==> src/hw/rtl/beg_pkg.sv <==
`timescale 1ns / 1ps
package beg_pkg;
  localparam int unsigned MaxPoints = 16;
  localparam int unsigned FracBits  = 24;
  localparam int unsigned AccW      = 41;
  localparam int unsigned StepW     = 42;
  localparam int unsigned LenW      = 32;

  localparam logic [2:0] CMD_TICK    = 3'd0;
  localparam logic [2:0] CMD_START   = 3'd1;
  localparam logic [2:0] CMD_RELEASE = 3'd2;
  localparam logic [2:0] CMD_FAST    = 3'd3;
  localparam logic [2:0] CMD_STOP    = 3'd4;
  localparam logic [2:0] CMD_WRITE   = 3'd5;

  localparam logic [1:0] CFG_TIME_SCALE = 2'd0;
  localparam logic [1:0] CFG_SUSTAIN    = 2'd1;
  localparam logic [1:0] CFG_COUNT      = 2'd2;
  localparam logic [1:0] CFG_FAST_LEN   = 2'd3;

  typedef struct packed {
    logic       exec;
    logic       seg_start;
    logic       fast_start;
    logic       div_step;
    logic       finish;
  } beg_cmd_t;

  typedef struct packed {
    logic       need_seg;
    logic       need_fast;
  } beg_sts_t;
endpackage

==> src/hw/rtl/beg_ctrl.sv <==
`timescale 1ns / 1ps
module beg_ctrl (
  input  logic              clk,
  input  logic              rst_n,
  input  logic              in_fire,
  input  logic              out_free,
  input  beg_pkg::beg_sts_t sts,
  output logic              in_ready,
  output beg_pkg::beg_cmd_t cmd
);
  typedef enum logic [4:0] {
    ST_IDLE = 5'b00001,
    ST_EXEC = 5'b00010,
    ST_MUL  = 5'b00100,
    ST_DIV  = 5'b01000,
    ST_DONE = 5'b10000
  } state_t;

  state_t     state_r, state_nxt;
  logic [5:0] cnt_r, cnt_nxt;

  always_comb begin
    state_nxt = state_r;
    cnt_nxt   = cnt_r;
    cmd       = '0;
    in_ready  = 1'b0;
    unique case (state_r)
      ST_IDLE: begin
        in_ready = 1'b1;
        if (in_fire) state_nxt = ST_EXEC;
      end
      ST_EXEC: begin
        cmd.exec = 1'b1;
        if (sts.need_seg) state_nxt = ST_MUL;
        else if (sts.need_fast) begin
          cmd.fast_start = 1'b1;
          cnt_nxt = 6'd0;
          state_nxt = ST_DIV;
        end else state_nxt = ST_DONE;
      end
      ST_MUL: begin
        cmd.seg_start = 1'b1;
        cnt_nxt = 6'd0;
        state_nxt = ST_DIV;
      end
      ST_DIV: begin
        cmd.div_step = 1'b1;
        cnt_nxt = cnt_r + 6'd1;
        if (cnt_r == 6'd40) state_nxt = ST_DONE;
      end
      ST_DONE: begin
        if (out_free) begin
          cmd.finish = 1'b1;
          state_nxt = ST_IDLE;
        end
      end
      default: state_nxt = ST_IDLE;
    endcase
  end

  always_ff @(posedge clk) begin
    if (!rst_n) begin
      state_r <= ST_IDLE;
      cnt_r   <= '0;
    end else begin
      state_r <= state_nxt;
      cnt_r   <= cnt_nxt;
    end
  end
endmodule

==> src/hw/rtl/beg_dp.sv <==
`timescale 1ns / 1ps
module beg_dp (
  input  logic              clk,
  input  logic              rst_n,
  input  logic              in_fire,
  input  logic [2:0]        in_command,
  input  logic [3:0]        in_point_index,
  input  logic [15:0]       in_point_time,
  input  logic [15:0]       in_point_level,
  input  logic              cfg_we,
  input  logic [1:0]        cfg_idx,
  input  logic [31:0]       cfg_data,
  input  beg_pkg::beg_cmd_t cmd,
  output beg_pkg::beg_sts_t sts,
  output logic [15:0]       res_level,
  output logic              res_playing,
  output logic              res_holding
);
  localparam int unsigned AW = beg_pkg::AccW;
  localparam int unsigned SW = beg_pkg::StepW;
  localparam int unsigned LW = beg_pkg::LenW;

  logic [31:0] time_scale_r;
  logic [4:0]  sustain_r, count_r;
  logic [15:0] fast_len_r;

  logic [15:0] bp_time_mem [beg_pkg::MaxPoints];
  logic [15:0] bp_level_mem [beg_pkg::MaxPoints];

  logic [2:0]    cmd_r;
  logic [3:0]    pidx_r;
  logic [15:0]   ptime_r, plevel_r;
  logic [AW-1:0] acc_r, acc_nxt;
  logic [SW-1:0] step_r, step_nxt;
  logic [LW-1:0] el_r, el_nxt, len_r, len_nxt;
  logic [4:0]    stage_r, stage_nxt;
  logic act_r, act_nxt, rel_r, rel_nxt, fast_r, fast_nxt;
  logic [15:0]   lvl_r, lvl_nxt;
  logic          seg_nxt, fast_go_nxt;
  logic [15:0]   d_r;
  logic          neg_r;
  logic [AW-1:0] rem_r, mag_r;
  logic [AW-1:0] quo_r;
  logic [5:0]    bit_r;

  logic [4:0] eff;
  always_comb begin
    eff = count_r;
    if (eff == 5'd0) eff = 5'd1;
    if (eff > 5'(beg_pkg::MaxPoints)) eff = 5'(beg_pkg::MaxPoints);
  end

  function automatic logic [15:0] sat(input logic [AW-1:0] a);
    logic [AW-1-beg_pkg::FracBits:0] v;
    v = a[AW-1:beg_pkg::FracBits];
    return (v > 17'd65535) ? 16'hFFFF : v[15:0];
  endfunction

  logic [AW-1:0] tgt;
  assign tgt    = {1'b0, bp_level_mem[stage_r[3:0]], 24'd0};

  logic holding;
  assign holding = act_r && !rel_r && !fast_r && stage_r == sustain_r && el_r >= len_r;

  always_ff @(posedge clk) begin
    if (!rst_n) begin
      time_scale_r <= 32'd2890138;
      sustain_r    <= 5'd16;
      count_r      <= 5'd1;
      fast_len_r   <= 16'd132;
    end else if (cfg_we) begin
      unique case (cfg_idx)
        beg_pkg::CFG_TIME_SCALE: time_scale_r <= cfg_data;
        beg_pkg::CFG_SUSTAIN:    sustain_r    <= cfg_data[4:0];
        beg_pkg::CFG_COUNT:      count_r      <= cfg_data[4:0];
        beg_pkg::CFG_FAST_LEN:   fast_len_r   <= cfg_data[15:0];
        default: ;
      endcase
    end
  end

  always_ff @(posedge clk) begin
    if (in_fire) begin
      cmd_r <= in_command; pidx_r <= in_point_index;
      ptime_r <= in_point_time; plevel_r <= in_point_level;
    end
    if (cmd.exec && cmd_r == beg_pkg::CMD_WRITE) begin
      bp_time_mem[pidx_r]  <= ptime_r;
      bp_level_mem[pidx_r] <= plevel_r;
    end
  end

  always_comb begin
    acc_nxt = acc_r; step_nxt = step_r; el_nxt = el_r; len_nxt = len_r;
    stage_nxt = stage_r; act_nxt = act_r; rel_nxt = rel_r; fast_nxt = fast_r;
    lvl_nxt = 16'd0; seg_nxt = 1'b0; fast_go_nxt = 1'b0;
    unique case (cmd_r)
      beg_pkg::CMD_TICK: begin
        if (!act_r) fast_nxt = 1'b0;
        else if (fast_r) begin
          if (el_r >= len_r) begin
            acc_nxt = '0; act_nxt = 1'b0; rel_nxt = 1'b0; fast_nxt = 1'b0;
          end else begin
            acc_nxt = acc_r + AW'(step_r); el_nxt = el_r + LW'(1);
          end
        end else if (el_r >= len_r) begin
          acc_nxt = tgt;
          if (!(!rel_r && stage_r == sustain_r)) begin
            if (stage_r + 5'd1 >= eff) begin
              act_nxt = 1'b0; rel_nxt = 1'b0; fast_nxt = 1'b0;
            end else begin
              stage_nxt = stage_r + 5'd1; seg_nxt = 1'b1;
            end
          end
        end else begin
          acc_nxt = acc_r + AW'(step_r); el_nxt = el_r + LW'(1);
        end
      end
      beg_pkg::CMD_START: begin
        act_nxt = 1'b1; rel_nxt = 1'b0; fast_nxt = 1'b0;
        acc_nxt = '0; stage_nxt = 5'd0; seg_nxt = 1'b1;
      end
      beg_pkg::CMD_RELEASE: begin
        if (act_r && !fast_r) begin
          rel_nxt = 1'b1;
          if (holding) begin
            if (stage_r + 5'd1 < eff) begin
              stage_nxt = stage_r + 5'd1; seg_nxt = 1'b1;
            end
          end else begin
            stage_nxt = eff - 5'd1; seg_nxt = 1'b1;
          end
        end
      end
      beg_pkg::CMD_FAST: begin
        if (act_r) begin
          rel_nxt = 1'b1; fast_nxt = 1'b1;
          len_nxt = LW'(fast_len_r); el_nxt = '0; fast_go_nxt = 1'b1;
        end
      end
      beg_pkg::CMD_STOP: begin
        act_nxt = 1'b0; rel_nxt = 1'b0; fast_nxt = 1'b0; acc_nxt = '0;
      end
      default: ;
    endcase
    if (act_nxt || cmd_r == beg_pkg::CMD_TICK) lvl_nxt = sat(acc_nxt);
    if (!act_nxt && cmd_r != beg_pkg::CMD_TICK) lvl_nxt = 16'd0;
    if (cmd_r == beg_pkg::CMD_TICK && !act_r) lvl_nxt = 16'd0;
  end

  assign sts.need_seg  = seg_nxt;
  assign sts.need_fast = fast_go_nxt;

  logic [AW-1:0] diff_w;
  logic [47:0]   prod;
  logic [LW-1:0] seg_len;
  logic [AW:0]   trial;
  assign diff_w  = (tgt >= acc_r) ? tgt - acc_r : acc_r - tgt;
  assign prod    = d_r * time_scale_r;
  assign seg_len = prod[47:16];
  assign trial   = {1'b0, rem_r[AW-2:0], mag_r[AW-1]} - {{(AW+1-LW){1'b0}}, len_r};

  logic [AW-1:0] acc_fin;
  logic          first_step, hold_fin;
  assign acc_fin    = acc_r + (neg_r ? AW'(-quo_r) : quo_r);
  assign first_step = bit_r != 6'd0 && cmd_r == beg_pkg::CMD_TICK;
  assign hold_fin   = first_step ? (act_r && !rel_r && !fast_r && stage_r == sustain_r &&
                                    len_r <= LW'(1)) : holding;

  always_ff @(posedge clk) begin
    if (!rst_n) begin
      acc_r <= '0; step_r <= '0; el_r <= '0; len_r <= '0; stage_r <= '0;
      act_r <= 1'b0; rel_r <= 1'b0; fast_r <= 1'b0; lvl_r <= '0;
      res_level <= '0; res_playing <= 1'b0; res_holding <= 1'b0;
      d_r <= '0; neg_r <= 1'b0; rem_r <= '0; mag_r <= '0; quo_r <= '0; bit_r <= '0;
    end else begin
      if (cmd.exec) begin
        acc_r <= acc_nxt; step_r <= step_nxt; el_r <= el_nxt; len_r <= len_nxt;
        stage_r <= stage_nxt; act_r <= act_nxt; rel_r <= rel_nxt; fast_r <= fast_nxt;
        lvl_r <= lvl_nxt;
        d_r <= (bp_time_mem[stage_nxt[3:0]] > ((stage_nxt == 5'd0) ? 16'd0 :
                bp_time_mem[4'(stage_nxt - 5'd1)])) ?
               bp_time_mem[stage_nxt[3:0]] - ((stage_nxt == 5'd0) ? 16'd0 :
                bp_time_mem[4'(stage_nxt - 5'd1)]) : 16'd0;
      end
      if (cmd.seg_start) begin
        len_r <= seg_len; el_r <= '0;
        neg_r <= tgt < acc_r; mag_r <= diff_w; rem_r <= '0; quo_r <= '0;
      end
      if (cmd.fast_start) begin
        neg_r <= 1'b1; mag_r <= acc_r; rem_r <= '0; quo_r <= '0;
      end
      if (cmd.div_step) begin
        if (!trial[AW]) begin
          rem_r <= trial[AW-1:0]; quo_r <= {quo_r[AW-2:0], 1'b1};
        end else begin
          rem_r <= {rem_r[AW-2:0], mag_r[AW-1]}; quo_r <= {quo_r[AW-2:0], 1'b0};
        end
        mag_r <= {mag_r[AW-2:0], 1'b0};
        bit_r <= bit_r + 6'd1;
      end
      if (cmd.finish) begin
        if (bit_r != 6'd0 || len_r == '0) begin
          if (len_r == '0) step_r <= '0;
          else step_r <= neg_r ? SW'(-{1'b0, quo_r}) : SW'({1'b0, quo_r});
        end
        if (first_step && len_r != '0) begin
          acc_r     <= acc_fin;
          el_r      <= 32'd1;
          res_level <= sat(acc_fin);
        end else begin
          if (first_step) el_r <= 32'd1;
          res_level <= lvl_r;
        end
        bit_r <= '0;
        res_playing <= act_r;
        res_holding <= hold_fin;
      end
    end
  end
endmodule

==> src/hw/rtl/breakpoint_envelope_generator_core.sv <==
`timescale 1ns / 1ps
// Multi-segment linear envelope generator.
// Requests arrive on the in_ channel: a command with point index, time and level.
// Command 0 advances the envelope by one sample; 1 to 5 start, release,
// fast-release, stop or write a breakpoint; 6 and 7 do nothing. Every
// request yields exactly one result on the out_ channel: the level, playing
// and holding flags after it. Registers are written through cfg_we, cfg_addr
// and cfg_data while idle; the user must keep to this, the block does not
// enforce it. A request without a division passes the execute and done
// states; the next one can be taken only after the previous one has finished.
// A request that starts a segment needs the product of time difference and
// time scale and a 41-bit restoring division, one quotient bit per cycle,
// before its result is valid. A fast release skips the product.
// The result register holds its value while out_tready is low; meanwhile one
// further request is taken and worked on, and its result waits until the
// register is free.
// A synchronous active-low reset clears the envelope to idle and sets the
// registers to their defaults; breakpoints are undefined until written.
module breakpoint_envelope_generator_core (
  input  logic        clk,
  input  logic        rst_n,
  input  logic        in_tvalid,
  output logic        in_tready,
  input  logic [39:0] in_tdata,  // command, point_index, point_time, point_level
  output logic        out_tvalid,
  input  logic        out_tready,
  output logic [23:0] out_tdata, // level, playing, holding
  input  logic        cfg_we,
  input  logic [1:0]  cfg_addr,
  input  logic [31:0] cfg_data
);
  beg_pkg::beg_cmd_t cmd;
  beg_pkg::beg_sts_t sts;
  logic        in_fire, ready_c;
  logic [15:0] lvl;
  logic        ply, hld;
  logic        ov_r;

  assign in_tready = ready_c;
  assign in_fire   = in_tvalid && in_tready;

  beg_ctrl u_ctrl (
    .clk, .rst_n, .in_fire, .out_free(!ov_r || out_tready), .sts, .in_ready(ready_c), .cmd
  );

  beg_dp u_dp (
    .clk, .rst_n, .in_fire,
    .in_command(in_tdata[2:0]), .in_point_index(in_tdata[6:3]),
    .in_point_time(in_tdata[22:7]), .in_point_level(in_tdata[38:23]),
    .cfg_we, .cfg_idx(cfg_addr), .cfg_data, .cmd, .sts,
    .res_level(lvl), .res_playing(ply), .res_holding(hld)
  );

  always_ff @(posedge clk) begin
    if (!rst_n) ov_r <= 1'b0;
    else if (cmd.finish) ov_r <= 1'b1;
    else if (out_tready) ov_r <= 1'b0;
  end

  assign out_tvalid = ov_r;
  assign out_tdata  = {6'd0, hld, ply, lvl};

  a_out_stable: assert property (@(posedge clk) disable iff (!rst_n)
    out_tvalid && !out_tready |=> out_tvalid && $stable(out_tdata))
    else $error("result changed while stalled");
  a_one_result: assert property (@(posedge clk) disable iff (!rst_n)
    cmd.finish |-> !ov_r || out_tready) else $error("result overwritten");
  a_hold_play: assert property (@(posedge clk) disable iff (!rst_n)
    out_tvalid && out_tdata[17] |-> out_tdata[16]) else $error("holding while idle");
endmodule

==> config.mk <==
export PLATFORM = sky130hd
export DESIGN_NAME = breakpoint_envelope_generator_core
export DESIGN_NICKNAME = d
export VERILOG_FILES = /design/src/hw/rtl/beg_pkg.sv /design/src/hw/rtl/beg_ctrl.sv /design/src/hw/rtl/beg_dp.sv /design/src/hw/rtl/breakpoint_envelope_generator_core.sv
export SDC_FILE = /design/constraint.sdc
export NUM_CORES = 2
export LEC_CHECK = 0
export BUFFER_PORTS_ARGS = -buffer_cell sky130_fd_sc_hd__buf_4
export CAP_MARGIN = 20
export CORE_MARGIN = 5
export CORE_UTILIZATION = 40
export CTS_BUF_LIST = sky130_fd_sc_hd__clkbuf_16
export DETAILED_ROUTE_END_ITERATION = 10
export SETUP_SLACK_MARGIN = 0.5
export SLEW_MARGIN = 20
export SYNTH_ARGS = -nofsm -noshare
export SYNTH_HDL_FRONTEND = slang
export SYNTH_SLANG_ARGS = --single-unit
==> constraint.sdc <==
create_clock -name clk -period 22 [get_ports clk]
set_input_delay 3.3 -clock clk [delete_from_list [all_inputs] [get_ports clk]]
set_output_delay 3.3 -clock clk [all_outputs]
set_load 0.02 [all_outputs]
; ---- After elaboration in Yosys (flattened, before gate mapping)
; Memories as Yosys holds them, arrays and structs flattened. A register that Yosys moved wholly into a read port is not among the register bits.
; Cells that the tools add are included.
[op_classes]
reduce_logical = 51
shift = 0
n_eq_ne = 26
multipliers = 1
magnitude_cmp = 10
bitwise_logic = 1
div_mod_pow = 0
muxes = 109
add_sub_neg = 14
[op_table]
columns = operator, n
row1 = $mux 41, 17
row2 = $mux 32, 12
row3 = $mux 16, 8
row4 = $add 41x41->41, 2
row5 = $neg 41->41, 2
row6 = $pmux 41 s2, 1
row7 = $mux 40, 2
row8 = $mux 5, 15
row9 = $pmux 32 s2, 1
row10 = $mul 16x32->48, 1
row11 = $mux 1, 42
row12 = $sub 41x32->42, 1
row13 = $ge 40x41->1, 1
row14 = $lt 40x41->1, 1
row15 = $sub 40x41->41, 1
row16 = $sub 41x40->41, 1
row17 = $gt 17x16->1 const B, 2
row18 = $add 32x1->32 const B, 1
row19 = $ge 32x32->1, 1
row20 = $le 32x1->1 const B, 1
row21 = $logic_not 32->1, 1
row22 = $reduce_bool 32->1, 1
row23 = $pmux 5 s5, 1
row24 = $pmux 6 s3, 1
row25 = other kinds (45), 95
[totals]
reg_bits = 442
latch_bits = 0
n_memories = 2
mem_bits_ro = 0
ram_bits = 512
[memory_table]
columns = name, words, width, rd, rd_clocked_by_memory_dff, write_ports, line
row1 = u_dp.bp_level_mem, 16, 16, 1, 1, 1, beg_dp.sv:28  ; logic [15:0] bp_level_mem [beg_pkg::MaxPoints];
row2 = u_dp.bp_time_mem, 16, 16, 2, 0, 1, beg_dp.sv:27  ; logic [15:0] bp_time_mem [beg_pkg::MaxPoints];

; ---- Depth between registers and ports, before layout
; An unclocked memory read counts as a cell.
[logic_depth]
ltp_word = 16
ltp_mapped = 37

; ---- By module
; Synthesis repeated with hierarchy kept, for this count alone.
[hier_totals]
cells_unflattened = 6339
hier_area_um2 = 65800.6
[by_module_without_submodules]
columns = mod, instances, area_each_um2, cells_each
row1 = beg_dp, 1, 65043.6, 6248
row2 = beg_ctrl, 1, 638.1, 77
row3 = breakpoint_envelope_generator_core, 1, 118.9, 14

; ---- Worst setup path before layout
; OpenSTA, ideal clock, no wires.
[synth_timing]
path_type = register to register
start = register u_dp.stage_r[0]
end = register u_dp.d_r[10]
period_less_slack_ns = 8.214
slack_ns = 13.786
path_buffers = 7
arrival_ns = 8.086
path_stages_with_launch = 35
path_cell_list = dfxtp_1 ha_1 nand3_1 xnor2_1 ha_1 nand3_1 o21ai_1 xnor2_1 and3_1 o311a_1 buf_2 buf_2 buf_1 ha_1 clkbuf_1 clkbuf_1 clkbuf_1 mux4_2 mux2i_1 o22ai_1 ha_1 inv_1 fa_1 a21o_1 a21oi_1 nor2b_1 o21a_1 o41ai_1 o21ai_0 or4_1 a31oi_1 o21ai_1 clkbuf_1 a22oi_1 nor2_1
[synth_via]
elab_chain_len = 13
[synth_rtl]
columns = element, line
row1 = "start, declared", beg_dp.sv:36  ; logic [4:0] stage_r, stage_nxt;
row2 = "start signal, assigned", beg_dp.sv:179  ; stage_r <= stage_nxt; act_r <= act_nxt; rel_r <= rel_nxt; fast_r <= fast_nxt;
row3 = $add 5x1->5, n/a
row4 = $ge 5x5->1, beg_dp.sv:109  ; if (stage_r + 5'd1 >= eff) begin
row5 = $mux 5, beg_dp.sv:109
row6 = $mux 5, beg_dp.sv:108  ; if (!(!rel_r && stage_r == sustain_r)) begin
row7 = $mux 5, beg_dp.sv:106  ; end else if (el_r >= len_r) begin
row8 = $mux 5, beg_dp.sv:100  ; else if (fast_r) begin
row9 = $mux 5, beg_dp.sv:99  ; if (!act_r) fast_nxt = 1'b0;
row10 = $pmux 5 s3 (*), beg_dp.sv:97  ; unique case (cmd_r)
row11 = $sub 4x1->4, "beg_dp.sv:182, beg_dp.sv:184"
row12 = $mem_v2 16x16, n/a
row13 = $mux 16, beg_dp.sv:181  ; d_r <= (bp_time_mem[stage_nxt[3:0]] > ((stage_nxt == 5'd0) ? 16'd0 :
row14 = $sub 16x16->16 / $gt 16x16->1 (equally long branches), "beg_dp.sv:183, beg_dp.sv:181"
row15 = $mux 16 (*), beg_dp.sv:182  ; bp_time_mem[4'(stage_nxt - 5'd1)])) ?
row16 = "end signal, assigned", beg_dp.sv:181
row17 = "end, declared", beg_dp.sv:40  ; logic [15:0] d_r;
; Every way passes the cells marked *; elsewhere a longest branch is shown, timed or not.
; A chain may end at the register's enable or synchronous reset.

; ---- Worst setup path in the final report
[layout_timing]
start = register u_dp.len_r[31]
end = register u_dp.d_r[15]
[layout_via]
elab_chain_len = 10
[layout_rtl]
columns = element, line
row1 = "start, declared", beg_dp.sv:35  ; logic [LW-1:0] el_r, el_nxt, len_r, len_nxt;
row2 = "start signal, assigned", beg_dp.sv:178  ; acc_r <= acc_nxt; step_r <= step_nxt; el_r <= el_nxt; len_r <= len_nxt;
row3 = $ge 32x32->1 (*), "beg_dp.sv:63, beg_dp.sv:106"
row4 = $mux 5 / $logic_and 1x1->1 (equally long branches), "beg_dp.sv:106, beg_dp.sv:63"
row5 = $mux 5 (on tied branches), "beg_dp.sv:100, beg_dp.sv:126"
row6 = $mux 5 (on tied branches), "beg_dp.sv:99, beg_dp.sv:124"
row7 = $pmux 5 s3 (*), beg_dp.sv:97
row8 = $sub 4x1->4, "beg_dp.sv:182, beg_dp.sv:184"
row9 = $mem_v2 16x16, n/a
row10 = $mux 16, beg_dp.sv:181
row11 = $sub 16x16->16 / $gt 16x16->1 (equally long branches), "beg_dp.sv:183, beg_dp.sv:181"
row12 = $mux 16 (*), beg_dp.sv:182
; Marks and branches as above.

==> metrics.md <==
| Metric | Value |
|---|---|
| Status | completed |
| Leakage | 28.1 nW |
| Post-synth ARST share | 0 |
| Post-synth top area cell | edfxtp_1 |
| Number of remaining DRC errors | 0 |
| Setup TNS | 0 ns |
| Hold Path Stages | 2 |
| Mapped Area | 0.0648 mm² |
| Flops & latches, synth | 958 |
| Final critical-path share of the clock period | 0.424 |
| GRT Util Overall | 0.209 |
| Drt pass-1 iters | 10 |
| Max IR drop VDD | 0.0000615 V |
| Count leader, synth | nand2_1 |
| RSZ-0062 raised after global routing | false |
| Hold buffer count at cts | 0 |
| Final core occ | 0.442 |
| Final Instance Area | 0.0711 mm² |
| Final Hold Vio Count | 0 |
| Placed instance count | 8234 |
| Initial antenna violation count | 4 |
| Clk_skew | 0.0726 ns |
| DR iter-0 viols | 4084 |
| Crit-path slowest cell | buf_4 |
| Fillcell total | 15200 |
| Bufs on Longest Clock Path | 3 |
| Post-Syn Instances | 6243 |
| Crit path required time | 22.52 ns |
| Fraction of layout instances using a drive strength above 1 | 0.0935 |
| Netlist cell types | 93 |
| Placer's final routability congestion estimate | 0.895 |
| Hold slack | 0.450 ns |
| Die area | 0.170 mm² |
| Fmax | 0.107 GHz |
| Clock sink total | 958 |
| Max Slew Vio Count | 0 |
| GR Overflow Total | 0 |
| Nets | 7002 |
| Worst-path clk slew | 0.06 ns |
| Starting Density | 0.403 |
| Top post-synthesis cells by count | nand2_1 (797), edfxtp_1 (551), inv_1 (539) |
| Post-CTS repair timing setup buffer count | 0 |
| Fin cells | 8417 |
| H-tree depth | 3 |
| Via count | 47600 |
| Final min period | 9.33 ns |
| Hold Crit Class | register to register |
| Chip Height | 412 µm |
| Clock root buffer master | clkbuf_16 |
| Endpoints failing setup | 0 |
| Critical Path End Type | register |
| Vias/cell | 5.65 |
| WS Path Type | register to register |
| PwrDens | 55.9 mW/mm² |
| TritonCTS clock tree | yes |
| CP peak stage delay | 0.80 ns |
| # port buffers | 97 |
| Routed WL | 180000 µm |
| Row cnt | 147 |
| Type of origin of the critical path | register |
| Reg2Reg Setup Slack | 12.67 ns |
| Num CTS Buffers | 99 |
| Drt wl/cell | 21.4 µm |
| Post-DP Area | 0.0678 mm² |
| MaxCap Viol Count | 0 |
| Worst Reg-to-Reg Cells | 29 |
| Area growth, synth to finish | 9.73% |
| Rel. slew slack | 0.276 |
| Post-synth EDFFs | 551 |
| Worst skew pair latency | 0.74 ns |
| Post-DP HPWL | 122000 µm |
| Pre-CTS setup slack | 12.66 ns |
| Setup ws final | 12.67 ns |
| Vias in the first global route | 46800 |
| CP max FO | 49 |
| Largest net degree at the start of global routing | 84 |
| Top-level I/O count | 105 |
| Ys Warns | 0 |
| Worst Tran Pin Value | 1.08 ns |
| CP arrival | 9.85 ns |
| Register area share after synthesis | 0.381 |
| Routed Antenna Nets | 0 |
| Tot Pwr | 3.97 mW |
| Synth top area cells | edfxtp_1 (26%), fa_1 (13%), dfxtp_1 (13%) |
| First-pass GRT wire length | 278000 µm |
| Syn_area_per_cell | 10.4 µm² |
| Synth Flop Type | edfxtp_1 |
| Die W | 412 µm |
| Cts repair resizes | 0 |
| Yosys top cell area share | 0.255 |
| Std-Cell Core Area | 0.161 mm² |
[final cells by class]
class	instances	area, µm²	area share
Antenna cell	1	2.50	0.0000352
Clock buffer	99	2480	0.0348
Clock inverter	81	744	0.0105
Inverter	540	2030	0.0286
Multi-Input combinational cell	4381	36900	0.519
Sequential cell	958	24700	0.348
Tap cell	2160	2700	0.0380
Timing Repair Buffer	197	1500	0.0211
[registers in the layout (all words and copies together), names as in the netlist, 32 cells and up, named ones only]
register	flops
u_dp.bp_time_mem	256
u_dp.acc_r	41
u_dp.el_r	32
u_dp.len_r	32
u_dp.rem_r	40
u_dp.bp_level_mem	256
u_dp.mag_r	41
u_dp.step_nxt	41
u_dp.quo_r	41
u_dp.time_scale_r	32
[placed cells by master, fill, tap and decap left out, drive strengths merged, types with 34 or more instances in the layout]
| cell type | n |
|---|---|
| dfxtp | 407 |
| a21oi | 345 |
| xor2 | 70 |
| nand3 | 126 |
| clkbuf | 99 |
| fa | 422 |
| a222oi | 43 |
| o21a | 42 |
| nor2b | 34 |
| and2 | 153 |
| nor3 | 69 |
| a31oi | 38 |
| nand2 | 797 |
| nand2b | 35 |
| nor2 | 322 |
| o21bai | 35 |
| ha | 324 |
| a21o | 124 |
| inv | 559 |
| clkinv | 47 |
| a22oi | 125 |
| edfxtp | 551 |
| and3 | 45 |
| mux2i | 192 |
| xnor2 | 166 |
| a211oi | 60 |
| o21ai | 211 |
| buf | 197 |
| mux4 | 144 |
| nand4 | 40 |
[logic make-up (layout without fill, tap and decap cells)]
logic type / after synthesis / after routing / share of synthesized area
compound gates: 1292 / 1292 / 0.134
xor+xnor: 236 / 236 / 0.0319
fa+ha+maj: 746 / 746 / 0.193
buf+inv: 909 / 917 / 0.0537
flops: 958 / 958 / 0.381
mux: 342 / 342 / 0.0808
other cells: 1 / 7 / 0.0000579
simple gates: 1759 / 1759 / 0.126
[layer usage]
| metal | up-vias | share of wire | GRT usage |
|---|---|---|---|
| met5 | - | 0.00014 | 0 |
| met4 | 4 | 0.030 | 0.0630 |
| met3 | 273 | 0.061 | 0.0271 |
| met2 | 1457 | 0.48 | 0.350 |
| met1 | 23800 | 0.43 | 0.283 |
| li1 | 22000 | - | - |
[worst paths after layout]
kind | endpoint | startpoint
setup / recovery | u_dp.d_r[15] | u_dp.len_r[31]
hold / removal | u_dp.res_level[7] | u_dp.res_level[7]
setup reg to reg | u_dp.d_r[15] | u_dp.len_r[31]
hold reg to reg | u_dp.res_level[7] | u_dp.res_level[7]
[power by group]
group / leakage [nW] / internal [mW] / switching (mW)
clock: 1.61 / 0.932 / 0.749
sequential: 8.26 / 1.91 / 0.0374
combinational: 18.2 / 0.135 / 0.212
total: 28.1 / 2.98 / 0.999
[critical path: cells and delay by family, from the launching register on]
| family | cells | cell delay (ns) |
|---|---|---|
| compound gates | 16 | 4.67 |
| flops | 1 | 0.41 |
| fa+ha+maj | 3 | 1.02 |
| buf+inv | 4 | 1.27 |
| simple gates | 6 | 1.67 |
No activity file was read; power rests on OpenSTA's default activity.
